[config.mk]
export PLATFORM = sky130hd
export DESIGN_NAME = level_meter_with_delayed_trail_unit
export DESIGN_NICKNAME = d
export VERILOG_FILES = /design/src/hw/rtl/lmdt_pkg.sv /design/src/hw/rtl/lmdt_step.sv /design/src/hw/rtl/level_meter_with_delayed_trail_unit.sv
export SDC_FILE = /design/constraint.sdc
export NUM_CORES = 2
export LEC_CHECK = 0
export ABC_CLOCK_PERIOD_IN_PS = 20700
export BUFFER_PORTS_ARGS = -buffer_cell sky130_fd_sc_hd__buf_2
export CORE_MARGIN = 10
export CORE_UTILIZATION = 42
export CTS_CLUSTER_DIAMETER = 150
export DETAILED_ROUTE_END_ITERATION = 16
export GPL_ROUTABILITY_DRIVEN = 0
export HOLD_SLACK_MARGIN = 0.06
export PLACE_DENSITY_LB_ADDON = 0.12
export SLEW_MARGIN = 15
export SYNTH_ARGS = -nofsm -noshare
export SYNTH_HDL_FRONTEND = slang
export SYNTH_SLANG_ARGS = --single-unit
[constraint.sdc]
create_clock -name clk -period 20.7 [get_ports clk]
set_input_delay 1.035 -clock clk [delete_from_list [all_inputs] [get_ports clk]]
set_output_delay 1.035 -clock clk [all_outputs]
set_load 0.01 [all_outputs]
[src/hw/rtl/lmdt_pkg.sv]
// Shared types, register indexes and helpers for the level meter with delayed trail.
package lmdt_pkg;

  localparam int LEVEL_W    = 24;
  localparam int RATE_W     = 16;
  localparam int TICK_W     = 10;
  localparam int HOLD_W     = 16;
  localparam int MODE_W     = 2;
  localparam int CFG_IDX_W  = 3;
  localparam int CFG_DATA_W = 24;
  localparam int PROD_W     = TICK_W + RATE_W;

  typedef logic [LEVEL_W-1:0] level_t;

  localparam logic [CFG_IDX_W-1:0] CFG_MAX_LEVEL      = 3'd0;
  localparam logic [CFG_IDX_W-1:0] CFG_FILL_RATE      = 3'd1;
  localparam logic [CFG_IDX_W-1:0] CFG_TRAIL_RATE     = 3'd2;
  localparam logic [CFG_IDX_W-1:0] CFG_HOLD_TICKS     = 3'd3;
  localparam logic [CFG_IDX_W-1:0] CFG_ALWAYS_RESTART = 3'd4;

  localparam logic [MODE_W-1:0] MODE_NORMAL  = 2'd0;
  localparam logic [MODE_W-1:0] MODE_WRAPPED = 2'd1;
  localparam logic [MODE_W-1:0] MODE_INSTANT = 2'd2;

  localparam logic ACTION_TICK = 1'b0;
  localparam logic ACTION_SET  = 1'b1;

  localparam level_t MAX_LEVEL_RESET  = 24'd25600;
  localparam logic [RATE_W-1:0] RATE_RESET = 16'd256;

  typedef struct packed {
    logic               action;
    logic [TICK_W-1:0]  elapsed_ticks;
    level_t             new_level;
    logic [MODE_W-1:0]  set_mode;
  } item_t;

  typedef struct packed {
    level_t shown_level;
    level_t trail_level;
  } result_t;

  typedef struct packed {
    level_t             max_level;
    logic [HOLD_W-1:0]  hold_ticks;
    logic               always_restart;
  } cfg_t;

  typedef struct packed {
    logic               set;
    logic [MODE_W-1:0]  mode;
    logic [TICK_W-1:0]  ticks;
    level_t             level;
    level_t             step;
    level_t             decay;
  } op_t;

  function automatic level_t sat_level(input logic [PROD_W-1:0] prod);
    sat_level = (|prod[PROD_W-1:LEVEL_W]) ? '1 : prod[LEVEL_W-1:0];
  endfunction

endpackage

[src/hw/rtl/lmdt_step.sv]
// Meter state registers with the tick and set update logic.
module lmdt_step import lmdt_pkg::*; #(
  parameter int TIMER_BITS = 16
) (
  input  logic    clk,
  input  logic    rst,
  input  logic    load,
  input  op_t     op,
  input  cfg_t    cfg,
  output result_t result
);

  localparam int CW = (TIMER_BITS > TICK_W) ? TIMER_BITS : TICK_W;
  localparam int HW = (TIMER_BITS > HOLD_W) ? TIMER_BITS : HOLD_W;

  level_t                shown;
  level_t                target;
  level_t                trail;
  logic                  wrap_flag;
  logic [TIMER_BITS-1:0] hold_timer;

  logic [CW-1:0]         hold_ext;
  logic [CW-1:0]         ticks_ext;
  logic [TIMER_BITS-1:0] hold_dec;
  logic [HW-1:0]         reload_ext;
  logic [TIMER_BITS-1:0] hold_reload;

  logic [LEVEL_W:0]      sum_up;
  logic [LEVEL_W:0]      over;
  level_t                diff_down;
  level_t                wrap_low;
  level_t                dec_down;
  level_t                shown_tick;
  level_t                trail_base;
  level_t                trail_decayed;
  level_t                trail_tick;
  logic                  wrap_tick;
  logic                  changed;

  always_comb begin
    hold_ext    = CW'(hold_timer);
    ticks_ext   = CW'(op.ticks);
    hold_dec    = (hold_ext > ticks_ext) ? TIMER_BITS'(hold_ext - ticks_ext) : '0;
    reload_ext  = HW'(cfg.hold_ticks);
    hold_reload = reload_ext[TIMER_BITS-1:0];
    changed     = (op.level != target);
  end

  always_comb begin
    sum_up     = {1'b0, shown} + {1'b0, op.step};
    over       = sum_up - {1'b0, cfg.max_level};
    diff_down  = op.step - shown;
    wrap_low   = cfg.max_level - diff_down;
    dec_down   = shown - op.step;
    shown_tick = shown;
    wrap_tick  = wrap_flag;
    trail_base = trail;
    if (shown < target) begin
      if (wrap_flag) begin
        if (op.step > shown) begin
          if (diff_down > cfg.max_level || wrap_low < target) begin
            shown_tick = target;
          end else begin
            shown_tick = wrap_low;
          end
          wrap_tick  = 1'b0;
          trail_base = cfg.max_level;
        end else begin
          shown_tick = dec_down;
        end
      end else if (sum_up < {1'b0, target}) begin
        shown_tick = sum_up[LEVEL_W-1:0];
      end else begin
        shown_tick = target;
      end
    end else if (shown > target) begin
      if (wrap_flag) begin
        if (sum_up > {1'b0, cfg.max_level}) begin
          if (over < {1'b0, target}) begin
            shown_tick = over[LEVEL_W-1:0];
          end else begin
            shown_tick = target;
          end
          wrap_tick  = 1'b0;
          trail_base = shown_tick;
        end else begin
          shown_tick = sum_up[LEVEL_W-1:0];
        end
      end else if (op.step > shown || dec_down < target) begin
        shown_tick = target;
      end else begin
        shown_tick = dec_down;
      end
    end
  end

  always_comb begin
    trail_decayed = trail_base - op.decay;
    if (trail_base < shown_tick) begin
      trail_tick = shown_tick;
    end else if (trail_base > shown_tick && hold_dec == '0) begin
      if (op.decay > trail_base || trail_decayed < shown_tick) begin
        trail_tick = shown_tick;
      end else begin
        trail_tick = trail_decayed;
      end
    end else begin
      trail_tick = trail_base;
    end
  end

  always_ff @(posedge clk) begin
    if (rst) begin
      shown      <= '0;
      target     <= '0;
      trail      <= '0;
      wrap_flag  <= 1'b0;
      hold_timer <= '0;
    end else if (load) begin
      if (op.set) begin
        if (changed) begin
          if (cfg.always_restart || shown == trail) begin
            hold_timer <= hold_reload;
          end
          wrap_flag <= (op.mode == MODE_WRAPPED);
          target    <= op.level;
          if (op.mode == MODE_INSTANT) begin
            shown <= op.level;
          end
        end
      end else begin
        shown      <= shown_tick;
        trail      <= trail_tick;
        wrap_flag  <= wrap_tick;
        hold_timer <= hold_dec;
      end
    end
  end

  assign result.shown_level = shown;
  assign result.trail_level = trail;

endmodule

[src/hw/rtl/level_meter_with_delayed_trail_unit.sv]
// Top level of the level meter with delayed trail: configuration, request stage and handshake.
// The unit accepts one request per clock cycle while item_stall is low. The request register
// takes the request together with the saturated fill and decay products and the target
// clamped to the maximum level; the meter state registers are then updated from it and are
// the result shown on the output. A held result stalls the request stage, so a new request
// is still taken while one result waits only if the request stage is empty.
module level_meter_with_delayed_trail_unit import lmdt_pkg::*; #(
  parameter int TIMER_BITS = 16
) (
  input  logic                  clk,
  input  logic                  rst,
  input  logic                  cfg_write,
  input  logic [CFG_IDX_W-1:0]  cfg_index,
  input  logic [CFG_DATA_W-1:0] cfg_data,
  input  logic                  item_valid,
  output logic                  item_stall,
  input  item_t                 item,
  output logic                  result_valid,
  input  logic                  result_stall,
  output result_t               result
);

  level_t            max_level;
  logic [RATE_W-1:0] fill_rate;
  logic [RATE_W-1:0] trail_rate;
  logic [HOLD_W-1:0] hold_ticks;
  logic              always_restart;
  cfg_t              cfg;

  op_t               op;
  op_t               op_next;
  logic              op_valid;
  logic              advance;

  always_ff @(posedge clk) begin
    if (rst) begin
      max_level      <= MAX_LEVEL_RESET;
      fill_rate      <= RATE_RESET;
      trail_rate     <= RATE_RESET;
      hold_ticks     <= '0;
      always_restart <= 1'b0;
    end else if (cfg_write) begin
      case (cfg_index)
        CFG_MAX_LEVEL:      max_level      <= cfg_data[LEVEL_W-1:0];
        CFG_FILL_RATE:      fill_rate      <= cfg_data[RATE_W-1:0];
        CFG_TRAIL_RATE:     trail_rate     <= cfg_data[RATE_W-1:0];
        CFG_HOLD_TICKS:     hold_ticks     <= cfg_data[HOLD_W-1:0];
        CFG_ALWAYS_RESTART: always_restart <= cfg_data[0];
        default: ;
      endcase
    end
  end

  assign cfg.max_level      = max_level;
  assign cfg.hold_ticks     = hold_ticks;
  assign cfg.always_restart = always_restart;

  always_comb begin
    op_next.set   = (item.action == ACTION_SET);
    op_next.mode  = item.set_mode;
    op_next.ticks = item.elapsed_ticks;
    op_next.level = (item.new_level < max_level) ? item.new_level : max_level;
    op_next.step  = sat_level(PROD_W'(item.elapsed_ticks) * PROD_W'(fill_rate));
    op_next.decay = sat_level(PROD_W'(item.elapsed_ticks) * PROD_W'(trail_rate));
  end

  assign advance    = !result_valid || !result_stall;
  assign item_stall = op_valid && !advance;

  always_ff @(posedge clk) begin
    if (rst) begin
      op_valid     <= 1'b0;
      result_valid <= 1'b0;
    end else begin
      if (advance) begin
        result_valid <= op_valid;
      end
      if (!item_stall) begin
        op_valid <= item_valid;
      end
    end
  end

  always_ff @(posedge clk) begin
    if (item_valid && !item_stall) begin
      op <= op_next;
    end
  end

  lmdt_step #(
    .TIMER_BITS(TIMER_BITS)
  ) u_step (
    .clk    (clk),
    .rst    (rst),
    .load   (op_valid && advance),
    .op     (op),
    .cfg    (cfg),
    .result (result)
  );

endmodule

# Yosys cells after proc, flatten, opt, wreduce, memory -nomap -nowiden
# Index checks and enable logic that the tools add are counted.
dict set report classes {
  addsub 7
  multipliers 2
  div 0
  order_cmp 15
  n_eq_ne 11
  shifts 0
  muxes 35
  n_bitwise 1
  n_reduce_logical 28
}
# op n
set ops {}
lappend ops {{$mux W24} 23}
lappend ops {{$lt A24 B24 Y1} 6}
lappend ops {{$gt A24 B24 Y1} 5}
lappend ops {{$sub A24 B24 Y24} 4}
lappend ops {{$mux W16} 4}
lappend ops {{$mul A10 B16 Y26} 2}
lappend ops {{$lt A25 B24 Y1} 2}
lappend ops {{$add A24 B24 Y25} 1}
lappend ops {{$gt A25 B24 Y1} 1}
lappend ops {{$sub A25 B24 Y25} 1}
lappend ops {{$eq A24 B24 Y1} 1}
lappend ops {{$ne A24 B24 Y1} 1}
lappend ops {{$gt A16 B10 Y1} 1}
lappend ops {{$logic_not A16 Y1} 1}
lappend ops {{$sub A16 B10 Y16} 1}
lappend ops {{$reduce_and A2 Y1} 6}
lappend ops {{$reduce_and A3 Y1} 4}
lappend ops {{$mux W1} 8}
lappend ops {{$eq A3 B2 Y1 const B} 2}
lappend ops {{$ne A2 B1 Y1 const B} 3}
lappend ops {{$logic_or A1 B1 Y1} 5}
lappend ops {{$logic_and A1 B1 Y1} 4}
lappend ops {{$logic_not A1 Y1} 4}
lappend ops {{$reduce_or A2 Y1} 2}
lappend ops {{7 further kinds} 7}
dict set report word_totals {
  ff_bits 249
  latchBits 0
  ramBits 0
  mem_bits_ro 0
  in_bits 69
  output_inout_bits 50
  wordCells 117
  mem_count 0
}

# Logic depth before layout (Yosys ltp)
dict set report depth {
  word_depth 14
  ltp_mapped 53
  mapped_depth_nobuf 51
}

# Hierarchy
# A second synthesis with hierarchy kept.
dict set report unflattened {
  cells_unflattened 4402
  hier_area_um2 35600.4
}
# mod n_inst cells_each area_each_um2 seq_area_each_um2
set modules_own_cells {}
lappend modules_own_cells {lmdt_step 1 2586 18716.7 1781.7}
lappend modules_own_cells {level_meter_with_delayed_trail_unit 1 1816 16883.7 4053.9}

# Worst setup path before layout
# Ideal clock, no wire load.
dict set report synth_timing {
  path_kind {reg-to-reg}
  startpoint {reg u_step.shown[3]}
  endpoint {reg u_step.trail[15]}
  setup_ns 0.117
  t_arrival_ns 10.641
  required_time_ns 20.583
  slack_ns 9.941
  path_stages_with_launch 52
  path_buffers 4
  period_less_slack_ns 10.759
  path_cell_list {dfxtp_1 -> inv_1 -> ha_1 -> buf_1 -> a221oi_1 -> o22a_1 -> a311o_1 -> a21oi_1 -> xnor2_1 -> ha_1 -> clkbuf_2 -> a211oi_1 -> o31ai_1 -> a21oi_1 -> a21oi_1 -> o221ai_1 -> nand2_1 -> xor2_1 -> [... 16 more ...] -> nor2_1 -> o21ai_0 -> and2_1 -> o21a_1 -> or3_1 -> and2_1 -> ha_1 -> and3_1 -> nand4_1 -> or4_1 -> o21ai_0 -> o32a_1 -> o41ai_2 -> a311o_1 -> a21oi_4 -> nor2_2 -> o32a_1 -> a32o_1}
}
dict set report synth_between {
  elab_chain_cells 14
  word_cells_on_any_way 42
  classes_between {6 x add/sub; 13 x order compare; 19 x mux; 4 x reduce/logical}
}
# item line_no
set synth_rtl {}
lappend synth_rtl {{start, declared} lmdt_step.sv:16} ;# level_t shown;
lappend synth_rtl {{start signal, assigned} lmdt_step.sv:128} ;# shown <= op.level;
lappend synth_rtl {{start signal, assigned} lmdt_step.sv:132} ;# shown <= shown_tick;
lappend synth_rtl {{$add A24 B24 Y25} lmdt_step.sv:50} ;# sum_up = {1'b0, shown} + {1'b0, op.step};
lappend synth_rtl {{$sub A25 B24 Y25} lmdt_step.sv:51} ;# over = sum_up - {1'b0, cfg.max_level};
lappend synth_rtl {{$lt A25 B24 Y1} lmdt_step.sv:79} ;# if (over < {1'b0, target}) begin
lappend synth_rtl {{$mux W24} lmdt_step.sv:79}
lappend synth_rtl {{$mux W24} lmdt_step.sv:78} ;# if (sum_up > {1'b0, cfg.max_level}) begin
lappend synth_rtl {{$mux W24} lmdt_step.sv:77} ;# if (wrap_flag) begin
lappend synth_rtl {{$mux W24} lmdt_step.sv:76} ;# end else if (shown > target) begin
lappend synth_rtl {{$mux W24} lmdt_step.sv:58} ;# if (shown < target) begin
lappend synth_rtl {{$sub A24 B24 Y24} lmdt_step.sv:98} ;# trail_decayed = trail_base - op.decay;
lappend synth_rtl {{$lt A24 B24 Y1} lmdt_step.sv:102} ;# if (op.decay > trail_base || trail_decayed < shown_tick) begin
lappend synth_rtl {{$logic_or A1 B1 Y1} lmdt_step.sv:102}
lappend synth_rtl {{$mux W24} lmdt_step.sv:102}
lappend synth_rtl {{$mux W24} lmdt_step.sv:101} ;# end else if (trail_base > shown_tick && hold_dec == '0) begin
lappend synth_rtl {{$mux W24 *} lmdt_step.sv:99} ;# if (trail_base < shown_tick) begin
lappend synth_rtl {{end signal, assigned} lmdt_step.sv:133} ;# trail <= trail_tick;
lappend synth_rtl {{end, declared} lmdt_step.sv:18} ;# level_t trail;
# Every way passes the cells marked *; elsewhere a longest branch is shown, timed or not.
# A chain may end at the register's enable or synchronous reset.

# Final worst setup path
dict set report layout_timing {
  startpoint {reg u_step.shown[1]}
  endpoint {reg u_step.trail[5]}
}
# Same word-level chain as after synthesis.

==> results_dict.tcl <==
set metrics [dict create \
    outcome "finished, final reports clean" \
    whs_path_depth 2 \
    maxSlewViolCount 0 \
    skew_ps 35.3 \
    finalSetupViolCount 0 \
    r2r-start "u_step.shown[1]" \
    finalCritPeriodShare_pct 64.7 \
    cts_setup_buffers 0 \
    port_buffers 118 \
    clk_latency_ps 610 \
    via_per_inst 6.01 \
    critical_path.top_delay_family "compound AO/OA/AOI/OAI gates" \
    dp.cells 5418 \
    syn-num-nets 5116 \
    cpMostUsedCell "ha_1" \
    yosys-top-cells-count "nand2_1, ha_1, inv_1" \
    ys.flop_type "dfxtp_1" \
    die_x_um 310 \
    ctsHoldBuffers 0 \
    netlist_area_um2 35200 \
    final_cell_count_no_fill 5473 \
    ys_types 96 \
    rsz0062_at_grt "false" \
    antenna_left 0 \
    cap_viol_max_count 0 \
    cp.required_ps 21190 \
    cts.sinks 249 \
    path_max_fanout 19 \
    async_reset_ff_share_pct 0 \
    grt_max_degree 83 \
    r2r-end "u_step.trail[5]" \
    power.density_nw_per_um2 85.1 \
    area_growth_pct 7.52 \
    path_buf_inv 2 \
    core_area_um2 83400 \
    hold_path_class "reg -> reg" \
    hp-start "hold_ticks[14]" \
    synth.top_cell.area_share_pct 16.4 \
    cts_resized 0 \
    cts_tree "built" \
    whs_endpoint "hold_ticks[14]" \
    finalSetupTns_ps 0 \
    relSlewSlack_pct 17.3 \
    period_minus_slack_ps 13380 \
    cp-start-kind "register" \
    cp_slowest_stage_delay_ps 740 \
    n_antenna_cell 0 \
    routedWlPerCell_um 24.9 \
    ys_seq_elements 249 \
    drc 0 \
    r2r_cells 50 \
    cp.arrival_ps 13870 \
    ys_warn_count 0 \
    fin_hold_ws_ps 467 \
    synth_area_leader_cell "ha_1" \
    combPwrFrac_pct 63.9 \
    clk_pin_slew_ps 60 \
    grt_pass1_vias 31500 \
    end_kind "register" \
    row_count 106 \
    avgSynthCellArea_um2 8.08 \
    ys_top_cells_by_area "ha_1, fa_1, dfxtp_1, edfxtp_1, nand2_1" \
    synthCells 4359 \
    antenna_found_initial 5 \
    dpl.hpwl_um 110000 \
    placed_area_um2 36800 \
    start_util_pct 42.2 \
    internal-power_mw 1.61 \
    routed-via-count 32900 \
    drt_iter0_drc 3292 \
    grt_pass1_wl_um 202000 \
    worst_slew_pin_slew_ps 1220 \
    cts-root-buf "clkbuf_16" \
    io_pins 119 \
    fin_area_um2 37900 \
    synth_edf_count 85 \
    critPathKind "reg -> reg" \
    track_usage_pct 27.7 \
    clockBufferDepth 3 \
    overflow 0 \
    max_freq_ghz 0.0747 \
    switchingPower_mw 1.61 \
    clkPwrFrac_pct 17.6 \
    hold_viol_final 0 \
    numCtsBuffers 30 \
    swShare_pct 50.0 \
    synthMostInstantiatedCell "nand2_1" \
    cp_slowest_cell "nor2_2" \
    htree_levels 1 \
    die_h_um 310 \
    worst_ir_drop_vdd_uv 62.4 \
    synth_seq_area_share_pct 16.6 \
    final_layout_size_suffix_gt1_share_pct 7.69 \
    die_area_um2 95800 \
    reg2reg_slack_ps 7320 \
    seqPwrFrac_pct 18.5 \
    fin_nets 5127 \
    dr.pass1.iters 6 \
    wl_um 136000 \
    cellLeakagePower_nw 17.1 \
]
metal layers:
metal  GRT usage, %  up-vias  wire length (µm)  part of all wire (%)
li1               -    15200                 -                     -
met2           43.2     1393             59600                    44
met4           12.4        8              7100                   5.2
met1           37.3    16000             59300                    43
met3           4.44      314             10400                   7.6
met5              0        -                47                 0.034
layout by cell type, fill, tap and decap left out, types with 66 or more instances in the layout:
cell / count
buf_2: 117
o21ai_0: 156
xor2_1: 67
a21oi_1: 391
buf_4: 66
nor2_1: 262
and2_1: 145
nand2_1: 567
dfxtp_1: 164
fa_1: 227
nand3_1: 73
mux2i_1: 68
inv_1: 430
edfxtp_1: 85
ha_1: 461
nor3_1: 77
xnor2_1: 154
a21o_1: 85
sequential cells by signal, summed over array words and instances (netlist names), 16 cells and up:
register         flops
op                  85
max_level           24
u_step.shown        24
u_step.target       24
u_step.trail        24
fill_rate           16
hold_ticks          16
trail_rate          16
u_step.hold_ext     16
tightest hold or removal path, delay by kind of cell, from the launching register on:
kind,cells,cell delay [ps]
flops,1,310
compound gates,1,60
simple gates,1,50
layout make-up:
cell class                      count  area, µm²
Clock buffer                       42        911
Clock inverter                     13        126
Fill cell                        8473      45600
Inverter                          432       1620
Multi-Input combinational cell   3474      26900
Sequential cell                   249       5840
Tap cell                         1080       1350
Timing Repair Buffer              183       1080
cells by family (layout without fill, tap and decap cells):
family,count (synthesis),after routing,synth area share (%)
AND/OR/NAND/NOR,1361,1361,17.9
AO/OA/AOI/OAI,1102,1102,20.6
adder cells (fa/ha/maj),688,688,29.3
buffers and inverters,636,670,7.04
flip-flops,249,249,16.6
XOR/XNOR,223,223,5.59
multiplexers,100,100,2.96
stage by stage:
step,power (mW),util [%],setup WS (ps)
4_1_cts,3.17,45.4,7580
3_3_place_gp,2.60,44.1,8050
5_1_grt,3.42,45.4,6260
2_1_floorplan,1.98,-,9940
3_5_place_dp,2.59,44.1,7660
6_report,3.22,45.4,7320
power groups by stage:
stage                     clock network [mW]  registers (mW)  logic [mW]
after global routing                   0.588           0.598        2.24
final                                  0.567           0.596        2.06
after detailed placement                   0           0.605        1.99
after global placement                     0           0.605        1.99
after floorplan                            0           0.583        1.39
after CTS                              0.572           0.594        2.00
how the worst max path moves through the flow:
stage / start / end / slack, ps / cells past startpoint
3_5_place_dp: u_step.shown[1] / u_step.trail[5] / 7660 / 50
2_1_floorplan: u_step.shown[3] / u_step.trail[15] / 9940 / 51
4_1_cts: u_step.shown[1] / u_step.trail[5] / 7580 / 50
3_3_place_gp: u_step.shown[1] / u_step.trail[5] / 8050 / 50
5_1_grt: u_step.shown[1] / u_step.trail[5] / 6260 / 49
6_report: u_step.shown[1] / u_step.trail[5] / 7320 / 50
No activity file was read; power rests on OpenSTA's default activity.
